<file path="src/design/ofifo_pkg.sv">
// Package for the overwriting ring FIFO: action codes, field widths and the
// command and status bundles that join the controller and the datapath.
// Depends on nothing; the top level, ofifo_ctrl and ofifo_dp use scoped names.
`default_nettype none

package ofifo_pkg;

  // Widths of the item fields.
  localparam int ACT_W  = 2;
  localparam int WORD_W = 16;
  localparam int CAPF_W = 7;

  // Action codes carried on the input side-band.
  localparam logic [ACT_W-1:0] ACT_PUSH   = 2'd0;
  localparam logic [ACT_W-1:0] ACT_POP    = 2'd1;
  localparam logic [ACT_W-1:0] ACT_RESIZE = 2'd2;
  localparam logic [ACT_W-1:0] ACT_QUERY  = 2'd3;

  // Commands from the controller to the datapath.
  typedef struct packed {
    logic push;        // write the incoming word and update the pointers
    logic pop_done;    // read data is back: retire the oldest word
    logic underflow;   // pop asked of an empty buffer
    logic rsz_start;   // latch the resize plan (keep, skip, new capacity)
    logic copy_rd;     // issue one copy read of the resize walk
    logic rsz_commit;  // switch to the freshly written bank and capacity
    logic load_out;    // load the result register
  } cmd_t;

  // Status from the datapath to the controller.
  typedef struct packed {
    logic empty;       // no live words
    logic rsz_needed;  // requested capacity is nonzero and, once saturated, differs from the current one
    logic keep_zero;   // a resize would keep no words
    logic copy_last;   // this copy read is the final one
  } sts_t;

endpackage

`default_nettype wire

</file>
<file path="src/design/overwriting_ring_fifo.sv">
// Top level of the overwriting ring FIFO: stream ports, controller and
// datapath. Depends on ofifo_pkg, ofifo_ctrl and ofifo_dp.
//
//   Channel  Direction  Beat contents
//   in_      slave      tuser: action; tdata: data_word, new_capacity
//   out_     master     tdata: popped_word, fill_count, current_capacity,
//                              underflow, dropped_oldest
//
// Push, query, a pop of an empty buffer and a resize that changes nothing
// load the result register as soon as they are taken. A pop first waits in
// a read state for the registered read of the word bank. A resize that keeps
// K words walks them one per cycle through the bank's single read port into
// the other bank, then commits in a drain state; input is held off meanwhile.
// Reset is synchronous and active low; it empties the buffer and sets the
// capacity to MAX_CAPACITY. The banks themselves are not cleared.
// A result waits in an output register; the next beat is taken in the cycle
// that result leaves, so a stalled output stalls the input once it is full.
`default_nettype none

module overwriting_ring_fifo #(
  parameter int MAX_CAPACITY = 64
) (
  input  wire logic        clk,
  input  wire logic        rst_n,
  // Input channel.
  input  wire logic        in_tvalid,
  output logic             in_tready,
  input  wire logic [1:0]  in_tuser,   // [1:0] action
  input  wire logic [23:0] in_tdata,   // [15:0] data_word, [22:16] new_capacity,
                                       // [23] zero padding
  // Result channel.
  output logic             out_tvalid,
  input  wire logic        out_tready,
  output logic [31:0]      out_tdata   // [15:0] popped_word, [22:16] fill_count,
                                       // [29:23] current_capacity, [30] underflow,
                                       // [31] dropped_oldest
);

  ofifo_pkg::cmd_t cmd;
  ofifo_pkg::sts_t sts;

  logic signed [ofifo_pkg::WORD_W-1:0] popped_word;
  logic        [ofifo_pkg::CAPF_W-1:0] fill_count;
  logic        [ofifo_pkg::CAPF_W-1:0] current_capacity;
  logic                                underflow;
  logic                                dropped_oldest;
  logic                                in_fire;

  assign in_fire = in_tvalid && in_tready;

  ofifo_ctrl u_ctrl (
    .clk        (clk),
    .rst_n      (rst_n),
    .in_tvalid  (in_tvalid),
    .in_action  (in_tuser),
    .out_tready (out_tready),
    .sts        (sts),
    .in_tready  (in_tready),
    .out_tvalid (out_tvalid),
    .cmd        (cmd)
  );

  ofifo_dp #(
    .MAX_CAPACITY (MAX_CAPACITY)
  ) u_dp (
    .clk                  (clk),
    .rst_n                (rst_n),
    .cmd                  (cmd),
    .in_data_word         (in_tdata[15:0]),
    .in_new_capacity      (in_tdata[22:16]),
    .sts                  (sts),
    .out_popped_word      (popped_word),
    .out_fill_count       (fill_count),
    .out_current_capacity (current_capacity),
    .out_underflow        (underflow),
    .out_dropped_oldest   (dropped_oldest)
  );

  assign out_tdata = {dropped_oldest, underflow, current_capacity, fill_count, popped_word};

  // A pop of a non-empty buffer leaves the output idle during the bank read, then delivers its result.
  a_pop_latency : assert property (@(posedge clk) disable iff (!rst_n)
    in_fire && (in_tuser == ofifo_pkg::ACT_POP) && !sts.empty
      |=> !out_tvalid ##1 out_tvalid)
    else $error("pop result not delivered on the second cycle");

  // Push and query deliver at once and never report underflow.
  a_push_query : assert property (@(posedge clk) disable iff (!rst_n)
    in_fire && ((in_tuser == ofifo_pkg::ACT_PUSH) || (in_tuser == ofifo_pkg::ACT_QUERY))
      |=> out_tvalid && !out_tdata[30])
    else $error("push or query result missing or flagged as underflow");

  // A resize that changes the capacity holds off the input, and sends no result, while it runs.
  a_resize_stall : assert property (@(posedge clk) disable iff (!rst_n)
    in_fire && (in_tuser == ofifo_pkg::ACT_RESIZE) && sts.rsz_needed
      |=> !in_tready && !out_tvalid)
    else $error("input taken during a resize copy");

endmodule

`default_nettype wire

</file>
<file path="src/design/ofifo_ram.sv">
// Generic simple dual-port RAM: one write port and one read port with a
// registered read. No dependencies.
`default_nettype none

module ofifo_ram #(
  parameter int WIDTH = 16,
  parameter int DEPTH = 64
) (
  input  wire logic                     clk,
  input  wire logic                     wr_en,
  input  wire logic [$clog2(DEPTH)-1:0] wr_addr,
  input  wire logic [WIDTH-1:0]         wr_data,
  input  wire logic [$clog2(DEPTH)-1:0] rd_addr,
  output logic      [WIDTH-1:0]         rd_data
);

  logic [WIDTH-1:0] mem_r [DEPTH];
  logic [WIDTH-1:0] rd_data_r;

  always_ff @(posedge clk) begin
    if (wr_en) begin
      mem_r[wr_addr] <= wr_data;
    end
    rd_data_r <= mem_r[rd_addr];
  end

  assign rd_data = rd_data_r;

endmodule

`default_nettype wire

</file>
<file path="src/design/ofifo_ctrl.sv">
// Controller of the overwriting ring FIFO: the item sequencer and the
// handshakes of both channels. Depends on ofifo_pkg.
`default_nettype none

module ofifo_ctrl (
  input  wire logic                            clk,
  input  wire logic                            rst_n,
  input  wire logic                            in_tvalid,
  input  wire logic [ofifo_pkg::ACT_W-1:0]     in_action,
  input  wire logic                            out_tready,
  input  wire ofifo_pkg::sts_t                 sts,
  output logic                                 in_tready,
  output logic                                 out_tvalid,
  output ofifo_pkg::cmd_t                      cmd
);

  localparam logic [1:0] ST_IDLE   = 2'd0;
  localparam logic [1:0] ST_POP_RD = 2'd1;
  localparam logic [1:0] ST_COPY   = 2'd2;
  localparam logic [1:0] ST_DRAIN  = 2'd3;

  logic [1:0] state_r, state_nxt;
  logic       out_valid_r, out_valid_nxt;
  logic       in_fire;

  always_comb begin
    cmd       = '0;
    state_nxt = state_r;
    // A new beat is taken when idle and the result register is free or
    // being emptied in this very cycle.
    in_tready = (state_r == ST_IDLE) && (!out_valid_r || out_tready);
    in_fire   = in_tvalid && in_tready;
    case (state_r)
      ST_IDLE: begin
        if (in_fire) begin
          case (in_action)
            ofifo_pkg::ACT_PUSH: begin
              cmd.push     = 1'b1;
              cmd.load_out = 1'b1;
            end
            ofifo_pkg::ACT_POP: begin
              if (sts.empty) begin
                cmd.underflow = 1'b1;
                cmd.load_out  = 1'b1;
              end else begin
                state_nxt = ST_POP_RD;
              end
            end
            ofifo_pkg::ACT_RESIZE: begin
              if (sts.rsz_needed) begin
                cmd.rsz_start = 1'b1;
                state_nxt     = sts.keep_zero ? ST_DRAIN : ST_COPY;
              end else begin
                cmd.load_out = 1'b1;
              end
            end
            default: begin
              cmd.load_out = 1'b1;
            end
          endcase
        end
      end
      ST_POP_RD: begin
        cmd.pop_done = 1'b1;
        cmd.load_out = 1'b1;
        state_nxt    = ST_IDLE;
      end
      ST_COPY: begin
        cmd.copy_rd = 1'b1;
        if (sts.copy_last) begin
          state_nxt = ST_DRAIN;
        end
      end
      ST_DRAIN: begin
        cmd.rsz_commit = 1'b1;
        cmd.load_out   = 1'b1;
        state_nxt      = ST_IDLE;
      end
      default: begin
        state_nxt = ST_IDLE;
      end
    endcase
    out_valid_nxt = cmd.load_out ? 1'b1 : (out_tready ? 1'b0 : out_valid_r);
  end

  always_ff @(posedge clk) begin
    if (!rst_n) begin
      state_r     <= ST_IDLE;
      out_valid_r <= 1'b0;
    end else begin
      state_r     <= state_nxt;
      out_valid_r <= out_valid_nxt;
    end
  end

  assign out_tvalid = out_valid_r;

endmodule

`default_nettype wire

</file>
<file path="src/design/ofifo_dp.sv">
// Datapath of the overwriting ring FIFO: pointers, count, capacity, the two
// word banks, the resize copy walk and the result register.
// Depends on ofifo_pkg and ofifo_ram.
`default_nettype none

module ofifo_dp #(
  parameter int MAX_CAPACITY = 64
) (
  input  wire logic                                clk,
  input  wire logic                                rst_n,
  input  wire ofifo_pkg::cmd_t                     cmd,
  input  wire logic signed [ofifo_pkg::WORD_W-1:0] in_data_word,
  input  wire logic        [ofifo_pkg::CAPF_W-1:0] in_new_capacity,
  output ofifo_pkg::sts_t                          sts,
  output logic signed      [ofifo_pkg::WORD_W-1:0] out_popped_word,
  output logic             [ofifo_pkg::CAPF_W-1:0] out_fill_count,
  output logic             [ofifo_pkg::CAPF_W-1:0] out_current_capacity,
  output logic                                     out_underflow,
  output logic                                     out_dropped_oldest
);

  localparam int AW   = $clog2(MAX_CAPACITY);
  localparam int CW   = $clog2(MAX_CAPACITY + 1);
  localparam int SW   = CW + 1;
  localparam int CMPW = (CW > ofifo_pkg::CAPF_W) ? CW : ofifo_pkg::CAPF_W;

  // Index of the word at a given offset from the oldest. Base and offset
  // never reach twice the capacity, so one subtraction wraps it.
  function automatic logic [AW-1:0] slot_of(input logic [AW-1:0] base,
                                            input logic [CW-1:0] off,
                                            input logic [CW-1:0] cap);
    logic [SW-1:0] sum;
    sum = SW'(base) + SW'(off);
    if (sum >= SW'(cap)) begin
      sum = sum - SW'(cap);
    end
    return sum[AW-1:0];
  endfunction

  logic [AW-1:0] oldest_r, oldest_nxt;
  logic [CW-1:0] count_r, count_nxt;
  logic [CW-1:0] cap_r, cap_nxt;
  logic          bank_r, bank_nxt;
  logic          cp_wr_vld_r, cp_wr_vld_nxt;
  logic [AW-1:0] cp_wr_addr_r, cp_wr_addr_nxt;
  logic [CW-1:0] k_r, k_nxt;
  logic [CW-1:0] src_off_r, src_off_nxt;
  logic [CW-1:0] keep_r, keep_nxt;
  logic [CW-1:0] rsz_cap_r, rsz_cap_nxt;

  logic signed [ofifo_pkg::WORD_W-1:0] popped_r;
  logic        [ofifo_pkg::CAPF_W-1:0] fill_r, capo_r;
  logic                                under_r, dropped_r;

  logic                        full;
  logic [CMPW-1:0]             req_ext, max_ext;
  logic [CW-1:0]               req_sat, keep_now;
  logic [AW-1:0]               slot_fill, slot_next, copy_src, rd_addr, wr_addr;
  logic [ofifo_pkg::WORD_W-1:0] rd_data0, rd_data1, rd_word, wr_data;
  logic                        we0, we1;

  always_comb begin
    full     = (count_r >= cap_r);
    req_ext  = CMPW'(in_new_capacity);
    max_ext  = CMPW'(MAX_CAPACITY);
    req_sat  = (req_ext > max_ext) ? CW'(max_ext) : CW'(req_ext);
    keep_now = (count_r < req_sat) ? count_r : req_sat;

    sts.empty      = (count_r == '0);
    sts.rsz_needed = (in_new_capacity != '0) && (req_sat != cap_r);
    sts.keep_zero  = (keep_now == '0);
    sts.copy_last  = (k_r == keep_r - CW'(1));

    slot_fill = slot_of(oldest_r, count_r, cap_r);
    slot_next = slot_of(oldest_r, CW'(1), cap_r);
    copy_src  = slot_of(oldest_r, src_off_r, cap_r);
    rd_addr   = cmd.copy_rd ? copy_src : oldest_r;
    rd_word   = bank_r ? rd_data1 : rd_data0;

    // Pushes go to the live bank; copy writes go to the other one.
    wr_addr = cmd.push ? (full ? oldest_r : slot_fill) : cp_wr_addr_r;
    wr_data = cmd.push ? in_data_word : rd_word;
    we0     = (cmd.push && !bank_r) || (cp_wr_vld_r && bank_r);
    we1     = (cmd.push && bank_r) || (cp_wr_vld_r && !bank_r);

    oldest_nxt     = oldest_r;
    count_nxt      = count_r;
    cap_nxt        = cap_r;
    bank_nxt       = bank_r;
    k_nxt          = k_r;
    src_off_nxt    = src_off_r;
    keep_nxt       = keep_r;
    rsz_cap_nxt    = rsz_cap_r;
    cp_wr_vld_nxt  = 1'b0;
    cp_wr_addr_nxt = cp_wr_addr_r;

    if (cmd.push) begin
      if (full) begin
        oldest_nxt = slot_next;
      end else begin
        count_nxt = count_r + CW'(1);
      end
    end
    if (cmd.pop_done) begin
      oldest_nxt = slot_next;
      count_nxt  = count_r - CW'(1);
    end
    if (cmd.rsz_start) begin
      keep_nxt    = keep_now;
      src_off_nxt = count_r - keep_now;
      k_nxt       = '0;
      rsz_cap_nxt = req_sat;
    end
    if (cmd.copy_rd) begin
      k_nxt          = k_r + CW'(1);
      src_off_nxt    = src_off_r + CW'(1);
      cp_wr_vld_nxt  = 1'b1;
      cp_wr_addr_nxt = k_r[AW-1:0];
    end
    if (cmd.rsz_commit) begin
      oldest_nxt = '0;
      count_nxt  = keep_r;
      cap_nxt    = rsz_cap_r;
      bank_nxt   = !bank_r;
    end
  end

  always_ff @(posedge clk) begin
    if (!rst_n) begin
      oldest_r    <= '0;
      count_r     <= '0;
      cap_r       <= CW'(MAX_CAPACITY);
      bank_r      <= 1'b0;
      cp_wr_vld_r <= 1'b0;
    end else begin
      oldest_r    <= oldest_nxt;
      count_r     <= count_nxt;
      cap_r       <= cap_nxt;
      bank_r      <= bank_nxt;
      cp_wr_vld_r <= cp_wr_vld_nxt;
    end
  end

  always_ff @(posedge clk) begin
    k_r          <= k_nxt;
    src_off_r    <= src_off_nxt;
    keep_r       <= keep_nxt;
    rsz_cap_r    <= rsz_cap_nxt;
    cp_wr_addr_r <= cp_wr_addr_nxt;
    if (cmd.load_out) begin
      popped_r  <= cmd.pop_done ? signed'(rd_word) : '0;
      fill_r    <= ofifo_pkg::CAPF_W'(count_nxt);
      capo_r    <= ofifo_pkg::CAPF_W'(cap_nxt);
      under_r   <= cmd.underflow;
      dropped_r <= cmd.push && full;
    end
  end

  ofifo_ram #(
    .WIDTH (ofifo_pkg::WORD_W),
    .DEPTH (MAX_CAPACITY)
  ) u_bank0 (
    .clk     (clk),
    .wr_en   (we0),
    .wr_addr (wr_addr),
    .wr_data (wr_data),
    .rd_addr (rd_addr),
    .rd_data (rd_data0)
  );

  ofifo_ram #(
    .WIDTH (ofifo_pkg::WORD_W),
    .DEPTH (MAX_CAPACITY)
  ) u_bank1 (
    .clk     (clk),
    .wr_en   (we1),
    .wr_addr (wr_addr),
    .wr_data (wr_data),
    .rd_addr (rd_addr),
    .rd_data (rd_data1)
  );

  assign out_popped_word      = popped_r;
  assign out_fill_count       = fill_r;
  assign out_current_capacity = capo_r;
  assign out_underflow        = under_r;
  assign out_dropped_oldest   = dropped_r;

endmodule

`default_nettype wire

</file>
<file path="config.mk">
export PLATFORM = sky130hd
export DESIGN_NAME = overwriting_ring_fifo
export DESIGN_NICKNAME = d
export VERILOG_FILES = /design/src/design/ofifo_pkg.sv /design/src/design/overwriting_ring_fifo.sv /design/src/design/ofifo_ram.sv /design/src/design/ofifo_ctrl.sv /design/src/design/ofifo_dp.sv
export SDC_FILE = /design/constraint.sdc
export NUM_CORES = 2
export LEC_CHECK = 0
export BUFFER_PORTS_ARGS = -buffer_cell sky130_fd_sc_hd__buf_2
export CAP_MARGIN = 40
export CORE_ASPECT_RATIO = 1.25
export CORE_MARGIN = 4
export CORE_UTILIZATION = 55
export DETAILED_ROUTE_END_ITERATION = 10
export PLACE_DENSITY = 0.68
export SLEW_MARGIN = 20
export SYNTH_ARGS = -nofsm -noshare
export SYNTH_HDL_FRONTEND = slang
export SYNTH_HIERARCHICAL = 1
export SYNTH_SLANG_ARGS = --single-unit
</file>
<file path="constraint.sdc">
create_clock -name clk -period 10.85 [get_ports clk]
set_input_delay 1.6275 -clock clk [delete_from_list [all_inputs] [get_ports clk]]
set_output_delay 1.6275 -clock clk [all_outputs]
set_load 0.02 [all_outputs]
</file>
Word level (Yosys, flattened, before mapping)
Memories as Yosys holds them, arrays and structs flattened. A register that Yosys moved wholly into a read port is not among the register bits.
Index checks and enable logic that the tools add are counted.
{"block": "totals", "register_bits": 91, "latch_bits": 0, "ramBits": 2048, "rom_bits": 0, "inputBits": 30, "out_inout_bits": 34, "wordCells": 128, "memories": 2}
{"name": "u_dp.u_bank0.mem_r", "depth": 64, "word_bits": 16, "rd": 1, "rd_clocked_by_memory_dff": 1, "write_ports": 1, "line": "ofifo_ram.sv:17", "source": "logic [WIDTH-1:0] mem_r [DEPTH];"}
{"name": "u_dp.u_bank1.mem_r", "depth": 64, "word_bits": 16, "rd": 1, "rd_clocked_by_memory_dff": 1, "write_ports": 1, "line": "ofifo_ram.sv:17"}
{"block": "classes", "addsub": 12, "mul": 0, "n_div": 0, "n_lt_le_gt_ge": 6, "eq_ne": 12, "n_shift": 0, "muxes": 51, "n_bitwise": 1, "n_reduce_logical": 27}
{"operator": "7-bit two-way mux", "n": 11}
{"operator": "6-bit two-way mux", "n": 9}
{"operator": "16-bit two-way mux", "n": 2}
{"operator": "7-bit by 1-bit adder with 7-bit output, second input constant", "n": 3}
{"operator": "1-bit two-way mux", "n": 21}
{"operator": "6-bit subtractor", "n": 3}
{"operator": "6-bit by 7-bit adder with 8-bit output", "n": 2}
{"operator": "8-bit by 7-bit greater-or-equal comparator with 1-bit output", "n": 2}
{"operator": "7-bit greater-or-equal comparator", "n": 2}
{"operator": "7-bit zero test", "n": 2}
{"operator": "7-bit by 1-bit subtractor with 7-bit output, second input constant", "n": 2}
{"operator": "3-bit inequality test, second input constant", "n": 3}
{"operator": "1-bit logical AND", "n": 8}
{"operator": "2-bit two-way mux", "n": 4}
{"operator": "2-bit nonzero test", "n": 4}
{"operator": "6-bit by 1-bit adder with 7-bit output, second input constant", "n": 1}
{"operator": "7-bit == test", "n": 1}
{"operator": "7-bit > comparator, second input constant", "n": 1}
{"operator": "7-bit less-than comparator", "n": 1}
{"operator": "7-bit inequality test", "n": 1}
{"operator": "7-bit nonzero test", "n": 1}
{"operator": "7-bit subtractor", "n": 1}
{"operator": "2-bit == test, second input constant", "n": 3}
{"operator": "2-bit one-hot mux with 3 select lines", "n": 1}
{"operator": "12 further kinds", "n": 20}

Longest topological paths before layout
{"block": "depth", "depth_word": 10, "mapped_depth": 24}

Cells and area by module
The synthesis kept the hierarchy.
{"module": "ofifo_ram", "instances": 2, "cells_each": 1829, "area_per_inst_um2": 40042.2, "seq_area_each_um2": 31069.8}
{"module": "ofifo_dp", "instances": 1, "cells_each": 677, "area_per_inst_um2": 6597.6, "seq_area_each_um2": 2422.3}
{"module": "ofifo_ctrl", "instances": 1, "cells_each": 38, "area_per_inst_um2": 324.1, "seq_area_each_um2": 60.1}
{"module": "overwriting_ring_fifo", "instances": 1, "cells_each": 2, "area_per_inst_um2": 15.0, "seq_area_each_um2": 0.0}

Least setup slack after synthesis
OpenSTA, ideal clock, no wires.
{"block": "synth_timing", "path_kind": "input -> register", "startpoint": "input port out_tready", "endpoint": "memory u_dp.u_bank0.mem_r[49][0] (enable)", "setup_time_ns": 0.409, "t_arrival_ns": 5.169, "t_required_ns": 10.441, "setup_slack_ns": 5.272, "path_stages": 11, "n_path_buf": 1, "path_cell_list": "nor2b_1 > nor4b_1 > and2_1 > nor2b_1 > o21ai_0 > a21oi_1 > clkbuf_1 > nand2_1 > o221ai_1 > nand4_1 > nor3_1"}
{"element": "from (decl)", "line": "overwriting_ring_fifo.sv:33", "source": "input wire logic out_tready,"}
{"element": "to (decl)", "line": "ofifo_ram.sv:17"}

Final worst setup path
{"block": "layout_timing", "startpoint": "register u_dp.oldest_r[0]", "endpoint": "register u_dp.u_bank0.rd_data_r[9] (netlist: u_dp/u_bank0/rd_data[9]) (read register of u_dp.u_bank0.mem_r)"}
{"block": "layout_between", "elab_chain_len": 4, "word_cells_on_any_way": 5}
{"element": "from (decl)", "line": "ofifo_dp.sv:40", "source": "logic [AW-1:0] oldest_r, oldest_nxt;"}
{"element": "from (signal assigned)", "line": "ofifo_dp.sv:136", "source": "oldest_r <= oldest_nxt;"}
{"element": "6-bit by 7-bit adder with 8-bit output (*)", "line": "ofifo_dp.sv:33", "source": "sum = SW'(base) + SW'(off);"}
{"element": "8-bit by 7-bit greater-or-equal comparator with 1-bit output or 6-bit subtractor (tied branches)", "line": "ofifo_dp.sv:34, ofifo_dp.sv:35"}
{"element": "6-bit two-way mux (*)", "line": "ofifo_dp.sv:34", "source": "if (sum >= SW'(cap)) begin"}
{"element": "6-bit two-way mux (*)", "line": "ofifo_dp.sv:77", "source": "rd_addr = cmd.copy_rd ? copy_src : oldest_r;"}
{"element": "named net u_dp.rd_addr[2]", "line": "ofifo_dp.sv:58", "source": "logic [AW-1:0] slot_fill, slot_next, copy_src, rd_addr, wr_addr;"}
{"element": "to (decl)", "line": "ofifo_ram.sv:18", "source": "logic [WIDTH-1:0] rd_data_r;"}
The timed path passes the listed nets; every way through them passes the cells marked *.
A chain may end at the register's enable or synchronous reset.

==> impl_results.md <==
* RR Startpoint: u_dp/oldest_r[0]$_SDFFE_PP0P_
* Die width at 364 um
* Final max-slew violation count at 0
* HPWL Detailed at 120 mm
* Slowest cell delay on critical path at 0.65 ns
* Setup violations, final at 0
* Commonest non-fill, non-tap cell in the layout: edfxtp_1
* Max stage delay cell, worst path: a311oi_1
* Most frequent cells in the layout: edfxtp_1, mux4_2, clkbuf_16, mux2i_1
* Met2 Track Usage GR at 0.398
* Global-route wire length before repair at 294 mm
* Tcrit/Tclk final at 0.618
* Nets at 4,712
* Total clock sinks at about 2,200
* Port bufs at 62
* Share of cells above drive strength 1 at 0.236
* Setup tns final at 0 ns
* Post-synthesis async set-or-reset flop share at 0
* Leak pwr at roughly 0.03 uW
* Vias in the first global route at 43,200
* Yosys synthesis warning count at 6
* Main synth FF type: edfxtp_1
* Crit path cell chain: ha_1 > fa_1 > a21o_2 > a21oi_1 > o21bai_1 > a21oi_1 > xnor2_1 > ha_1 > nand3_1 > a21oi_1 > or4_4 > mux2i_1 > o21ai_4 > buf_12 > buf_4 > mux4_2 > mux2i_1 > a22oi_1 > a31oi_1 > a311oi_1
* Synth-to-Final Area Change at 11.2%
* CTS Buffer Depth at 3
* # rows at 162
* #FFs+latches synth at 2,171
* CP endpoint kind: flop
* Final Hold Violating Endpoints at 0
* DRC at 0
* Routed Wire Length at 199 mm
* Met3 Use GR at 0.0454
* Final setup margin at 4.15 ns
* Area of the mapped netlist at a little under 90,000 um^2
* Slew HR at 0.282
* Die Y at 453 um
* Mean Syn Cell Area at 19.9 um^2
* PD cells at 189 nW/um^2
* Fillers at 10,800
* Placed cell area at 90,400 um^2
* Clock slew at reported path FFs at 0.08 ns
* GR Util met1 at 0.337
* Busiest grt layer: met2
* Post-CTS Setup Bufs at 0
* Antenna-violating nets left at 0
* Design Area, Final at between 90,000 and 100,000 um^2
* Antenna cells at 0
* DRT iter0 DRCs at 4,694
* H-tree depth at 4
* Cts bufs inserted at 193
* Overflow after GRT at 0
* CTS tree: done
* Status: finished, final reports clean
* Clock root cell: clkbuf_16
* Setup crit start: u_dp/oldest_r[0]$_SDFFE_PP0P_
* Ports at 64
* Die area at 165,000 um^2
* Largest fanout on the critical path at 83
* Seq/Total Area, Yosys at 0.743
* Max Fclk at around 0.15 GHz
* VDD IR-drop max at 0.165 mV
* Critical path arrival at 7.35 ns
* Post-Syn Nets at 4,476
* Final Critical Period at about 6.7 ns
* DR vias at 43,200
* WS Path Type: reg -> reg
* Post-CTS Hold Fix Bufs at 0
* Initial antenna violation count at 2
* Hold Crit Class: reg -> reg
* CP top delay family: compound AO/OA/AOI/OAI gates
* Placer's final routability congestion estimate at 0.865
* Core area at 157,000 um^2
* Max cap viols at 0
* Initial Utilization at 0.555
* WL/cell at a little under 30 um
* CP Launch Type: flop
* Drt via density at 6.34
* Pin count of the biggest net entering global routing at 124
* Buf+Inv Stages, Crit Path at 2
* CP Data Required Time at 11.50 ns
* Cells after synthesis at 4,375
* Post-Place Setup Slack at 4.20 ns
* Post-CTS Resized at 0
* Worst Tran Pin Value at 1.08 ns
* Yosys cell types at 78
* Detailed Routing Iterations Pass 1 at 5
* Post-Route Skew at around 0.04 ns
* Worst-skew pair later-pin latency at 0.84 ns
* GRT Resource Usage Total at 0.245
* EDFF count, synth at 2,114
* Most used cell, CP: a21oi_1
* RSZ-0062 raised after global routing: no
* HP Start: u_dp/k_r[1]$_SDFFCE_PN0P_
synthesized netlist by cell type, drive strengths merged (6+ instances only):
library cell  instances  area [um^2]
a22o                 12          105
mux4                448        10100
mux2                 92         1040
a211oi               21          158
a31oi                18          113
o21ai                57          285
and3                  9         56.3
nor3                 14         70.1
clkbuf               75          294
nand3                71          355
nand4                35          219
nor2                195          742
inv                  35          131
a221oi               34          298
nor4                  9         93.8
nand2               163          627
edfxtp             2114        63500
a41oi                11         96.3
a21o                 14          106
dfxtp                57         1140
xor2                 16          140
nand2b               14         95.1
and2                 31          194
o211ai                9         67.6
a211o                18          158
xnor2                31          272
a21oi                67          335
a311oi               16          140
buf                 164         1320
and4                 11         96.3
a221o                12          120
o21a                 14          105
fa                    6          120
nor2b                81          507
nand3b                6         45.0
a22oi                89          668
ha                   65          813
mux2i               185         1850
layout make-up:
cell class / instances / area (um^2) / share of cell area
sequential: 2171 / 64600 / 0.668
multi-input combinational: 1927 / 20800 / 0.215
clock buffer: 253 / 5320 / 0.0549
tap: 2050 / 2560 / 0.0265
timing repair buffer: 280 / 2400 / 0.0248
clock inverter: 97 / 896 / 0.00926
inverter: 38 / 143 / 0.00147
final timing paths:
path | slack (ns) | cells past startpoint | end
max | 4.15 | 20 | u_dp/u_bank0/rd_data[9]$_DFF_P_
min | 0.56 | 0 | u_dp/cp_wr_addr_r[1]$_DFFE_PP_
max reg2reg | 4.15 | 20 | u_dp/u_bank0/rd_data[9]$_DFF_P_
min reg2reg | 0.56 | 0 | u_dp/cp_wr_addr_r[1]$_DFFE_PP_
where the power goes:
group	switching, uW	internal, uW	total [uW]	leakage (uW)
clock network	2920	3820	6740	0.00302
logic	1240	551	1790	0.00757
registers	39.2	9710	9750	0.0195
total	4200	14100	18300	0.0301
registers in the layout (all words and copies together) (netlist names):
| register | cells |
|---|---|
| u_ctrl/out_tvalid | 1 |
| u_ctrl/state_r | 2 |
| u_dp/bank_r | 1 |
| u_dp/cap_r | 7 |
| u_dp/count_r | 7 |
| u_dp/cp_wr_addr_r | 6 |
| u_dp/cp_wr_vld_r | 1 |
| u_dp/k_r | 7 |
| u_dp/keep_r | 7 |
| u_dp/oldest_r | 6 |
| u_dp/out_current_capacity | 7 |
| u_dp/out_dropped_oldest | 1 |
| u_dp/out_fill_count | 7 |
| u_dp/out_popped_word | 16 |
| u_dp/out_underflow | 1 |
| u_dp/rsz_cap_r | 7 |
| u_dp/src_off_r | 7 |
| u_dp/u_bank0/mem_r | 1024 |
| u_dp/u_bank0/rd_data | 16 |
| u_dp/u_bank1/mem_r | 1024 |
| u_dp/u_bank1/rd_data | 16 |
through the flow:
stage	hold slack (ns)	utilization	total power (uW)	std cells
2_1_floorplan	0.424	-	11000	4375
3_3_place_gp	0.541	0.574	11600	6430
3_5_place_dp	0.548	0.577	11700	6455
4_1_cts	0.562	0.616	18400	6805
5_1_grt	0.584	0.618	18900	6816
6_report	0.560	0.618	18300	6816
kinds of logic after synthesis:
logic type                 count (synthesis)  synth area share
muxes                                    725             0.149
DFF                                     2171             0.743
adders and majority gates                 71            0.0107
xor gates and xnor gates                  47           0.00473
and+or+nand+nor                          664            0.0379
buffers and inverters                    277            0.0202
AOI/OAI and AO/OA                        420            0.0344
per-layer routing:
layer | share of wire | wire length (um)
met1 | 0.39 | 77800
met2 | 0.49 | 98300
met3 | 0.079 | 15700
met4 | 0.039 | 7720
met5 | 0 | 0
No activity file was read; power rests on OpenSTA's default activity.
